## src/rtl/mdcd_pkg.sv

```systemverilog
`timescale 1ns / 1ps

package mdcd_pkg;

	// Field widths
	localparam int unsigned SAMPLE_W   = 16;
	localparam int unsigned DIFF_W     = SAMPLE_W + 1;
	localparam int unsigned STAT_W     = 40;
	localparam int unsigned COUNT_W    = 32;
	localparam int unsigned USED_W     = 3;
	localparam int unsigned DRIFT_REGS = 4;
	localparam int unsigned CFG_IDX_W  = 3;
	localparam int unsigned CFG_DATA_W = 40;

	// Increment datapath: 2d - m, then m * (2d - m)
	localparam int unsigned TDM_W  = DIFF_W + 2;
	localparam int unsigned PROD_W = TDM_W + SAMPLE_W;
	localparam int unsigned INC_W  = PROD_W - 1;
	localparam int unsigned SUM_W  = STAT_W + 2;

	localparam int unsigned OUT_DATA_W = STAT_W + COUNT_W;

	typedef logic [STAT_W-1:0] stat_t;

	// Register indexes on the configuration port
	typedef enum logic [CFG_IDX_W-1:0] {
		REG_BASELINE,
		REG_THRESHOLD,
		REG_DRIFTS_USED,
		REG_DRIFT_A,
		REG_DRIFT_B,
		REG_DRIFT_C,
		REG_DRIFT_D
	} reg_idx_t;

	// Per-lane pipeline strobes
	typedef struct packed {
		logic load_s2;
		logic update;
	} lane_ctl_t;

endpackage

```

## src/rtl/multi_drift_cusum_detector_core.sv

```systemverilog
`timescale 1ns / 1ps

// Multi-drift Page CUSUM change detector.
// Input stream s_axis carries one signed Q8.8 sample per word in tdata.
// Output stream m_axis carries one result word per sample: tdata holds the
// largest statistic (Q24.16) and the saturating sample count, tuser the alarm.
// Configuration is written through cfg_we / cfg_index / cfg_data; the user must
// do so only while idle, as the block itself does not enforce it.
// Pipeline: input register, increment stage (one multiplier per drift lane),
// statistic update stage, then max/threshold compare into the output register.
// Throughput is one word per cycle while the receiver is not stalling m_axis.
// Each stage holds its word while the one after it is full, so input words
// keep being taken until all stages are full behind a stalled receiver.
// After the word that raises the alarm, no further words are produced;
// input words are still taken and discarded until reset.
// Reset (arst_n low) clears all statistics, the count, the alarm and every
// configuration register to its default value, and empties the pipeline.
module multi_drift_cusum_detector_core #(
	parameter int unsigned DRIFT_POINTS = 4
) (
	input  logic                                 clk,
	input  logic                                 arst_n,
	// Configuration write port
	input  logic                                 cfg_we,
	input  logic [mdcd_pkg::CFG_IDX_W-1:0]       cfg_index,
	input  logic [mdcd_pkg::CFG_DATA_W-1:0]      cfg_data,
	// Sample input
	input  logic                                 s_axis_tvalid,
	output logic                                 s_axis_tready,
	input  logic [mdcd_pkg::SAMPLE_W-1:0]        s_axis_tdata,   // [15:0] sample
	// Result output
	output logic                                 m_axis_tvalid,
	input  logic                                 m_axis_tready,
	output logic [mdcd_pkg::OUT_DATA_W-1:0]      m_axis_tdata,   // [39:0] max_statistic,
	                                                             // [71:40] sample_index
	output logic                                 m_axis_tuser    // [0] alarm
);
	import mdcd_pkg::*;

	// Configuration registers
	logic signed [SAMPLE_W-1:0] baseline_q;
	stat_t                      threshold_q;
	logic [USED_W-1:0]          drifts_used_q;
	logic signed [SAMPLE_W-1:0] drift_q [DRIFT_REGS];

	always_ff @(posedge clk or negedge arst_n) begin
		if (!arst_n) begin
			baseline_q    <= '0;
			threshold_q   <= '1;
			drifts_used_q <= USED_W'(4);
			drift_q[0]    <= SAMPLE_W'(256);
			drift_q[1]    <= SAMPLE_W'(512);
			drift_q[2]    <= -SAMPLE_W'(256);
			drift_q[3]    <= -SAMPLE_W'(512);
		end else if (cfg_we) begin
			case (reg_idx_t'(cfg_index))
				REG_BASELINE:    baseline_q    <= cfg_data[SAMPLE_W-1:0];
				REG_THRESHOLD:   threshold_q   <= cfg_data[STAT_W-1:0];
				REG_DRIFTS_USED: drifts_used_q <= cfg_data[USED_W-1:0];
				REG_DRIFT_A:     drift_q[0]    <= cfg_data[SAMPLE_W-1:0];
				REG_DRIFT_B:     drift_q[1]    <= cfg_data[SAMPLE_W-1:0];
				REG_DRIFT_C:     drift_q[2]    <= cfg_data[SAMPLE_W-1:0];
				REG_DRIFT_D:     drift_q[3]    <= cfg_data[SAMPLE_W-1:0];
				default: ;
			endcase
		end
	end

	// Drift count clamped to [1, DRIFT_POINTS]
	logic [USED_W-1:0] used;

	always_comb begin
		if (drifts_used_q == '0) begin
			used = USED_W'(1);
		end else if (drifts_used_q > USED_W'(DRIFT_POINTS)) begin
			used = USED_W'(DRIFT_POINTS);
		end else begin
			used = drifts_used_q;
		end
	end

	// Pipeline occupancy and per-stage ready
	logic v_s1, v_s2, v_s3;
	logic ready_s1, ready_s2, ready_s3, ready_out;

	assign ready_out     = !m_axis_tvalid || m_axis_tready;
	assign ready_s3      = !v_s3 || ready_out;
	assign ready_s2      = !v_s2 || ready_s3;
	assign ready_s1      = !v_s1 || ready_s2;
	assign s_axis_tready = ready_s1;

	logic load_s2, move_s3;
	assign load_s2 = v_s1 && ready_s2;
	assign move_s3 = v_s2 && ready_s3;

	// Stage 1: input register
	logic signed [SAMPLE_W-1:0] sample_s1;
	logic signed [DIFF_W-1:0]   diff_s1;

	always_ff @(posedge clk) begin
		if (s_axis_tvalid && ready_s1) begin
			sample_s1 <= s_axis_tdata;
		end
	end

	assign diff_s1 = {sample_s1[SAMPLE_W-1], sample_s1} - {baseline_q[SAMPLE_W-1], baseline_q};

	// Drift lanes: increment in stage 2, statistic update on the move to stage 3
	stat_t stats [DRIFT_POINTS];

	for (genvar i = 0; i < DRIFT_POINTS; i++) begin : g_lane
		lane_ctl_t ctl;

		assign ctl.load_s2 = load_s2;
		assign ctl.update  = move_s3 && (USED_W'(i) < used);

		mdcd_lane u_lane (
			.clk     (clk),
			.arst_n  (arst_n),
			.diff_s1 (diff_s1),
			.drift   (drift_q[i]),
			.ctl     (ctl),
			.stat_q  (stats[i])
		);
	end

	// Sample count, saturating
	logic [COUNT_W-1:0] count_q;
	logic [COUNT_W-1:0] count_next;
	logic [COUNT_W-1:0] count_s3;

	assign count_next = (&count_q) ? count_q : count_q + COUNT_W'(1);

	always_ff @(posedge clk or negedge arst_n) begin
		if (!arst_n) begin
			count_q <= '0;
		end else if (move_s3) begin
			count_q <= count_next;
		end
	end

	always_ff @(posedge clk) begin
		if (move_s3) begin
			count_s3 <= count_next;
		end
	end

	// Valid bits of the three stages
	always_ff @(posedge clk or negedge arst_n) begin
		if (!arst_n) begin
			v_s1 <= 1'b0;
			v_s2 <= 1'b0;
			v_s3 <= 1'b0;
		end else begin
			if (ready_s1) begin
				v_s1 <= s_axis_tvalid;
			end
			if (ready_s2) begin
				v_s2 <= v_s1;
			end
			if (ready_s3) begin
				v_s3 <= v_s2;
			end
		end
	end

	// Stage 3: largest statistic and threshold compare
	stat_t best;
	logic  hit;

	mdcd_max #(
		.N (DRIFT_POINTS)
	) u_max (
		.stats (stats),
		.used  (used),
		.best  (best)
	);

	assign hit = best >= threshold_q;

	// Output register; words after the alarm are dropped
	logic alarmed_q;
	logic emit;

	assign emit = v_s3 && ready_out && !alarmed_q;

	always_ff @(posedge clk or negedge arst_n) begin
		if (!arst_n) begin
			m_axis_tvalid <= 1'b0;
			alarmed_q     <= 1'b0;
		end else begin
			if (ready_out) begin
				m_axis_tvalid <= v_s3 && !alarmed_q;
			end
			if (emit && hit) begin
				alarmed_q <= 1'b1;
			end
		end
	end

	always_ff @(posedge clk) begin
		if (emit) begin
			m_axis_tdata <= {count_s3, best};
			m_axis_tuser <= hit;
		end
	end

	// Assertions
	a_stop_after_alarm: assert property (@(posedge clk) disable iff (!arst_n)
		m_axis_tvalid && m_axis_tready && m_axis_tuser |=> !m_axis_tvalid)
		else $error("result word produced after the alarm word");

	a_quiet_when_alarmed: assert property (@(posedge clk) disable iff (!arst_n)
		alarmed_q && !m_axis_tvalid |=> !m_axis_tvalid)
		else $error("output went valid while alarmed");

	a_index_nonzero: assert property (@(posedge clk) disable iff (!arst_n)
		m_axis_tvalid |-> m_axis_tdata[OUT_DATA_W-1:STAT_W] != '0)
		else $error("result word with zero sample index");

endmodule

```

## src/rtl/mdcd_lane.sv

```systemverilog
`timescale 1ns / 1ps

module mdcd_lane (
	input  logic                                 clk,
	input  logic                                 arst_n,
	input  logic signed [mdcd_pkg::DIFF_W-1:0]   diff_s1,
	input  logic signed [mdcd_pkg::SAMPLE_W-1:0] drift,
	input  mdcd_pkg::lane_ctl_t                  ctl,
	output mdcd_pkg::stat_t                      stat_q
);
	import mdcd_pkg::*;

	logic signed [TDM_W-1:0]  tdm;
	logic signed [PROD_W-1:0] prod;
	logic signed [INC_W-1:0]  inc_s2;
	logic signed [SUM_W-1:0]  sum;
	stat_t                    stat_next;

	// Increment m * (2d - m) / 2, floored by the arithmetic shift
	assign tdm  = {diff_s1[DIFF_W-1], diff_s1, 1'b0}
		- {{(TDM_W-SAMPLE_W){drift[SAMPLE_W-1]}}, drift};
	assign prod = PROD_W'(tdm) * PROD_W'(drift);

	always_ff @(posedge clk) begin
		if (ctl.load_s2) begin
			inc_s2 <= prod[PROD_W-1:1];
		end
	end

	// Add and clamp to [0, all ones]
	assign sum = $signed({2'b00, stat_q}) + {{(SUM_W-INC_W){inc_s2[INC_W-1]}}, inc_s2};

	always_comb begin
		if (sum[SUM_W-1]) begin
			stat_next = '0;
		end else if (sum[STAT_W]) begin
			stat_next = '1;
		end else begin
			stat_next = sum[STAT_W-1:0];
		end
	end

	always_ff @(posedge clk or negedge arst_n) begin
		if (!arst_n) begin
			stat_q <= '0;
		end else if (ctl.update) begin
			stat_q <= stat_next;
		end
	end

endmodule

```

## src/rtl/mdcd_max.sv

```systemverilog
`timescale 1ns / 1ps

module mdcd_max #(
	parameter int unsigned N = 4
) (
	input  mdcd_pkg::stat_t                  stats [N],
	input  logic [mdcd_pkg::USED_W-1:0]      used,
	output mdcd_pkg::stat_t                  best
);
	import mdcd_pkg::*;

	// Largest statistic over the lanes in use; lanes out of use count as zero
	always_comb begin
		best = '0;
		for (int i = 0; i < N; i++) begin
			if (USED_W'(i) < used && stats[i] > best) begin
				best = stats[i];
			end
		end
	end

endmodule

```

## config.mk

```make
export PLATFORM = sky130hd
export DESIGN_NAME = multi_drift_cusum_detector_core
export DESIGN_NICKNAME = d
export VERILOG_FILES = /design/src/rtl/mdcd_pkg.sv /design/src/rtl/multi_drift_cusum_detector_core.sv /design/src/rtl/mdcd_lane.sv /design/src/rtl/mdcd_max.sv
export SDC_FILE = /design/constraint.sdc
export NUM_CORES = 2
export LEC_CHECK = 0
export BUFFER_PORTS_ARGS = -buffer_cell sky130_fd_sc_hd__buf_2
export CORE_MARGIN = 4
export CORE_UTILIZATION = 50
export DETAILED_ROUTE_END_ITERATION = 16
export PLACE_DENSITY = 0.74
export SYNTH_ARGS = -nofsm -noshare
export SYNTH_HDL_FRONTEND = slang
export SYNTH_SLANG_ARGS = --single-unit
```

## constraint.sdc

```tcl
create_clock -name clk -period 13.1 [get_ports clk]
set_input_delay 1.31 -clock clk [delete_from_list [all_inputs] [get_ports clk]]
set_output_delay 1.31 -clock clk [all_outputs]
set_load 0.005 [all_outputs]
```

### After elaboration in Yosys (flattened, before gate mapping)

Index checks and enable logic that the tools add are counted.

* input port bits: 64
* register bits after elaboration: 577

* reductions and logical operators: 34
* multiply operators: 4
* equality and inequality tests: 6
* muxes and demuxes: 15
* add/subtract/negate cells: 10
* order comparisons: 10

Operator list (number)
* $mux 40: 12
* $add 41x34->42: 4
* $mul 19x16->35: 4
* $gt 40x40->1: 3
* $sub 18x16->19: 4
* $ge 40x40->1: 1
* $gt 40x1->1 const B: 1
* $add 32x1->32 const B: 1
* $mux 32: 1
* $reduce_and 32->1: 1
* $sub 16x16->17: 1
* $logic_and 1x1->1: 15
* $reduce_and 2->1: 7
* $eq 3x3->1 const B: 3
* $eq 3x2->1 const B: 2
* $logic_not 3->1: 2
* $lt 1x3->1 const A: 2
* $lt 2x3->1 const A: 2
* $mux 3: 2
* $logic_not 1->1: 5
* $logic_or 1x1->1: 4
* $eq 3x1->1 const B: 1
* $gt 3x3->1 const B: 1

### Depth between registers and ports, before layout

* depth after elaboration: 17
* depth in mapped cells: 51
* gate-level depth less buffers: 47

### By module

A second synthesis with hierarchy kept.

* cell total of the unflattened synthesis: 9165
* area total of the unflattened synthesis: 85155.4 um2

By module, submodules not included
* mdcd_lane (g_lane[2].u_lane): times used 1, sequential area each 2021.9 um2, area an instance 17237.8 um2, cells an instance 1898
* mdcd_lane (g_lane[1].u_lane): times used 1, sequential area each 2021.9 um2, area an instance 17080.1 um2, cells an instance 1874
* mdcd_lane (g_lane[3].u_lane): times used 1, sequential area each 2021.9 um2, area an instance 17001.3 um2, cells an instance 1902
* mdcd_lane (g_lane[0].u_lane): times used 1, sequential area each 2021.9 um2, area an instance 16888.7 um2, cells an instance 1858
* multi_drift_cusum_detector_core: times used 1, sequential area each 7709.9 um2, area an instance 12289.3 um2, cells an instance 961
* mdcd_max: times used 1, sequential area each 0.0 um2, area an instance 4658.2 um2, cells an instance 672

### Worst setup path after synthesis

OpenSTA, ideal clock, no wires.

* path kind: reg-to-reg
* from: reg sample_s1[0]
* to: reg g_lane[3].u_lane.inc_s2[30], data pin
* buffers on the path: 1
* period minus slack after synthesis: 9928 ps
* cell stages (with the launch flop): 46
* required time: 12838 ps
* setup slack: 3172 ps
* arrival time: 9665 ps
* cell sequence: edfxtp_1 > inv_1 > ha_1 > inv_1 > fa_1 > nand2_1 > nand2_1 > a21oi_1 > nand2b_1 > a21boi_0 > o21ai_0 > nand2b_1 > a21oi_1 > o211ai_1 > xor2_1 > ha_1 > or3_1 > o21ai_0 > [... 10 more ...] > fa_1 > fa_1 > fa_1 > inv_1 > fa_1 > ha_1 > a21oi_1 > nand2_1 > a211oi_1 > a21boi_0 > nand2b_1 > a21oi_1 > o221a_2 > o21ai_0 > a211oi_1 > o21a_1 > mux2i_1 > nand3_1

* word-level cells in the longest chain between the ends: 3

Ends and longest elaborated chain
* start, declared: line multi_drift_cusum_detector_core.sv:97 `logic signed [SAMPLE_W-1:0] sample_s1;`
* start signal, assigned: line multi_drift_cusum_detector_core.sv:102 `sample_s1 <= s_axis_tdata;`
* $sub 16x16->17: line multi_drift_cusum_detector_core.sv:106 `assign diff_s1 = {sample_s1[SAMPLE_W-1], sample_s1} - {baseline_q[SAMPLE_W-1], baseline_q};`
* $sub 18x16->19: line mdcd_lane.sv:21 `- {{(TDM_W-SAMPLE_W){drift[SAMPLE_W-1]}}, drift};`
* $mul 19x16->35: line mdcd_lane.sv:22 `assign prod = PROD_W'(tdm) * PROD_W'(drift);`
* via g_lane[3].u_lane.prod[31]: line mdcd_lane.sv:14 `logic signed [PROD_W-1:0] prod;`
* end signal, assigned: line mdcd_lane.sv:26 `inc_s2 <= prod[PROD_W-1:1];`
* end, declared: line mdcd_lane.sv:15 `logic signed [INC_W-1:0] inc_s2;`

The timed path passes the listed nets, and every way through them passes these cells.
A chain may end at the register's enable or synchronous reset.

### Final worst setup path

Ends and elaborated chain as after synthesis.

==> reports/metrics.cfg <==
[critical_path]
r2r_start=sample_s1[0]$_DFFE_PP_
worstPathRequired_ps=13520
rr_endpoint=g_lane[3].u_lane.inc_s2[30]$_DFFE_PP_
cpMostUsedCell=fa_1
r2r_slack_ps=1390
endpoint_kind=register
critical-path-max-stage-delay_ps=920
critPathLaunchType=register
cp_data_arrival_time_ps=12130
crit_slowest_cell=xor2_1
reg2reg_depth=45
critPathKind=register to register
crit_path_start=sample_s1[0]$_DFFE_PP_
crit_fanout=16

[cells_and_area]
most-common-layout-cells=inv_1, fa_1, nand2_1, ha_1, nor2_1
nFillCells=14100
mostFrequentLayoutCell=inv_1
area_growth_pct=6.89
drive_above_1_share_pct=6.53
final_nets=10800

[clock_tree]
cts_sinks=577
root_buffer=clkbuf_16
cts_tree=done
postCtsHoldBufs=0
cts_buffers=72
cts_buffer_depth=3
h-tree-depth=3
clk_pin_slew_ps=60
cts_post_setup_buffers_inserted=0
post_cts_resized=0
worstSkewPairLatency_ps=690

[yosys]
netlist.top_cell.by_area=fa_1
synth_area_leaders=fa_1, ha_1, edfxtp_1
synth_top_area_share_pct=30.1
synthFlopType=dfrtp_1
syn_area_per_cell_um2=9.33
yosysWarnings=0
ys_types=87
ys_seq_elements=577
synth_edf_count=257
syn_area_um2=81600
ys_async_sr_fraction_pct=55.5
synth_nets=10800
ys_seq_area_share_pct=19.4
syn-instance-count=8749

[global_route]
grt_antenna_before_repair=12
grt-ovfl-total=0
grt_max_degree=137
grt_pass1_wl_um=358000
grt_pass1_vias=63600
grt_use_total_pct=27.0

[die]
core_area_um2=161000
die_area_um2=170000
die_width_um=412
die_h_um=412
rows=147
num_io_pins=139
initial_core_util_pct=50.6

[timing]
max_slew_margin_pct=17.4
fmax_mhz=85.4
setup_viol=0
period_minus_slack_ps=11710
fin_skew_ps=32.6
hold_violations=0
tightest_slew_ps=1230
final.setup.tns_ps=0
rsz0062_at_grt=no
finalMaxSlewViolations=0
timing.final.crit_share_pct=89.4

[detailed_routing]
drc=0
vias=61700
detail-route-antenna-nets=0
drt_first_pass_iters=6
drtIter0Drc=5221
drt-vias-per-instance=5.64
wl_per_cell_um=20.8
wl_um=228000

[place]
port_buffers=138
gp_congestion=0.969
hpwl_um=180000

[worst_hold_path]
whs_path_depth=0
hold_path_end=m_axis_tdata[42]$_DFFE_PP_
min-delay-path-class=register to register
min_from=count_s3[2]$_DFFE_PP_

[status]
outcome=completed

[flow_run]
maxCapViolations=0

-- layout make-up --
cell class                      count  area, µm²  area share (%)
Timing Repair Buffer              199       1170            1.34
Sequential cell                   577      15800            18.1
Inverter                         1452       5450            6.25
Clock buffer                       83       1890            2.17
Multi-Input combinational cell   6413      59600            68.3
Clock inverter                     51        601           0.689
Antenna cell                       10       25.0          0.0287
Tap cell                         2160       2700            3.10
-- metal layers --
| metal | vias up | global-route usage [%] | share of wire, % |
|---|---|---|---|
| li1 | 28000 | - | - |
| met1 | 30400 | 37.5 | 43 |
| met2 | 2783 | 41.5 | 43 |
| met3 | 515 | 6.85 | 10 |
| met4 | 2 | 8.57 | 3.6 |
| met5 | - | 0 | 0.0057 |
-- worst max-delay path: cells and delay by family, from the launching register on --
| family | cells | cell delay, ps |
|---|---|---|
| muxes | 1 | 150 |
| xor gates and xnor gates | 2 | 1100 |
| adders and majority gates | 10 | 4360 |
| DFF | 1 | 370 |
| AOI/OAI and AO/OA | 16 | 3520 |
| buffers and inverters | 6 | 560 |
| and+or+nand+nor | 10 | 1350 |
-- Yosys cell counts (44+ instances only) --
| cell type | number |
|---|---|
| o22ai_1 | 48 |
| a21oi_1 | 378 |
| a21o_1 | 201 |
| dfstp_2 | 58 |
| mux2_2 | 56 |
| o21bai_1 | 44 |
| o21ai_0 | 357 |
| nor3_1 | 91 |
| o21a_1 | 55 |
| ha_1 | 763 |
| and2_1 | 369 |
| nand2_1 | 1171 |
| nand3_1 | 82 |
| xor2_1 | 125 |
| xnor2_1 | 285 |
| edfxtp_1 | 257 |
| and3_1 | 44 |
| nand4_1 | 63 |
| o21ai_1 | 46 |
| nand2b_1 | 123 |
| dfrtp_1 | 262 |
| fa_1 | 1225 |
| clkbuf_1 | 289 |
| nor2_1 | 469 |
| nor2b_1 | 56 |
| inv_1 | 1450 |
-- cells by family (layout without fill, tap and decap cells) --
kind of cell	Yosys count	after routing	share of synthesized area, %
other	0	10	0
muxes	106	106	1.61
DFF	577	577	19.4
adders and majority gates	1988	1988	41.8
AOI/OAI and AO/OA	1367	1367	10.4
xor gates and xnor gates	410	410	4.40
buffers and inverters	1759	1785	8.14
and+or+nand+nor	2542	2542	14.3
-- through the flow --
stage | setup slack [ps] | std cells | cell area [µm²] | hold slack [ps] | util (%)
6_report | 1390 | 10900 | 87200 | 414 | 54.1
3_5_place_dp | 1530 | 10800 | 84700 | 405 | 52.5
2_1_floorplan | 3170 | 8749 | 81600 | 400 | -
4_1_cts | 1510 | 10900 | 87200 | 417 | 54.1
5_1_grt | 743 | 10900 | 87200 | 423 | 54.1
3_3_place_gp | 1770 | 10800 | 84700 | 401 | 52.5
-- sequential cells by signal, indices dropped and copies added (netlist names) --
signal	flops
drift_q	64
alarmed_q	1
drifts_used_q	3
count_s3	32
count_q	32
v_s2	1
g_lane.u_lane.stat_q	160
v_s1	1
threshold_q	40
baseline_q	16
g_lane.u_lane.inc_s2	136
m_axis_tuser	1
v_s3	1
sample_s1	16
m_axis_tvalid	1
m_axis_tdata	72
-- worst max path at each step --
| stage | to | depth (start not counted) |
|---|---|---|
| floorplan | g_lane[3].u_lane.inc_s2[30]$_DFFE_PP_ | 45 |
| global placement | g_lane[3].u_lane.inc_s2[30]$_DFFE_PP_ | 45 |
| detailed placement | g_lane[3].u_lane.inc_s2[30]$_DFFE_PP_ | 45 |
| CTS | g_lane[3].u_lane.inc_s2[30]$_DFFE_PP_ | 45 |
| global route | g_lane[3].u_lane.inc_s2[30]$_DFFE_PP_ | 45 |
| finish | g_lane[3].u_lane.inc_s2[30]$_DFFE_PP_ | 45 |
Power is not shown: default switching activity piles up to over one toggle a cycle in this logic, so the estimate is an artifact.
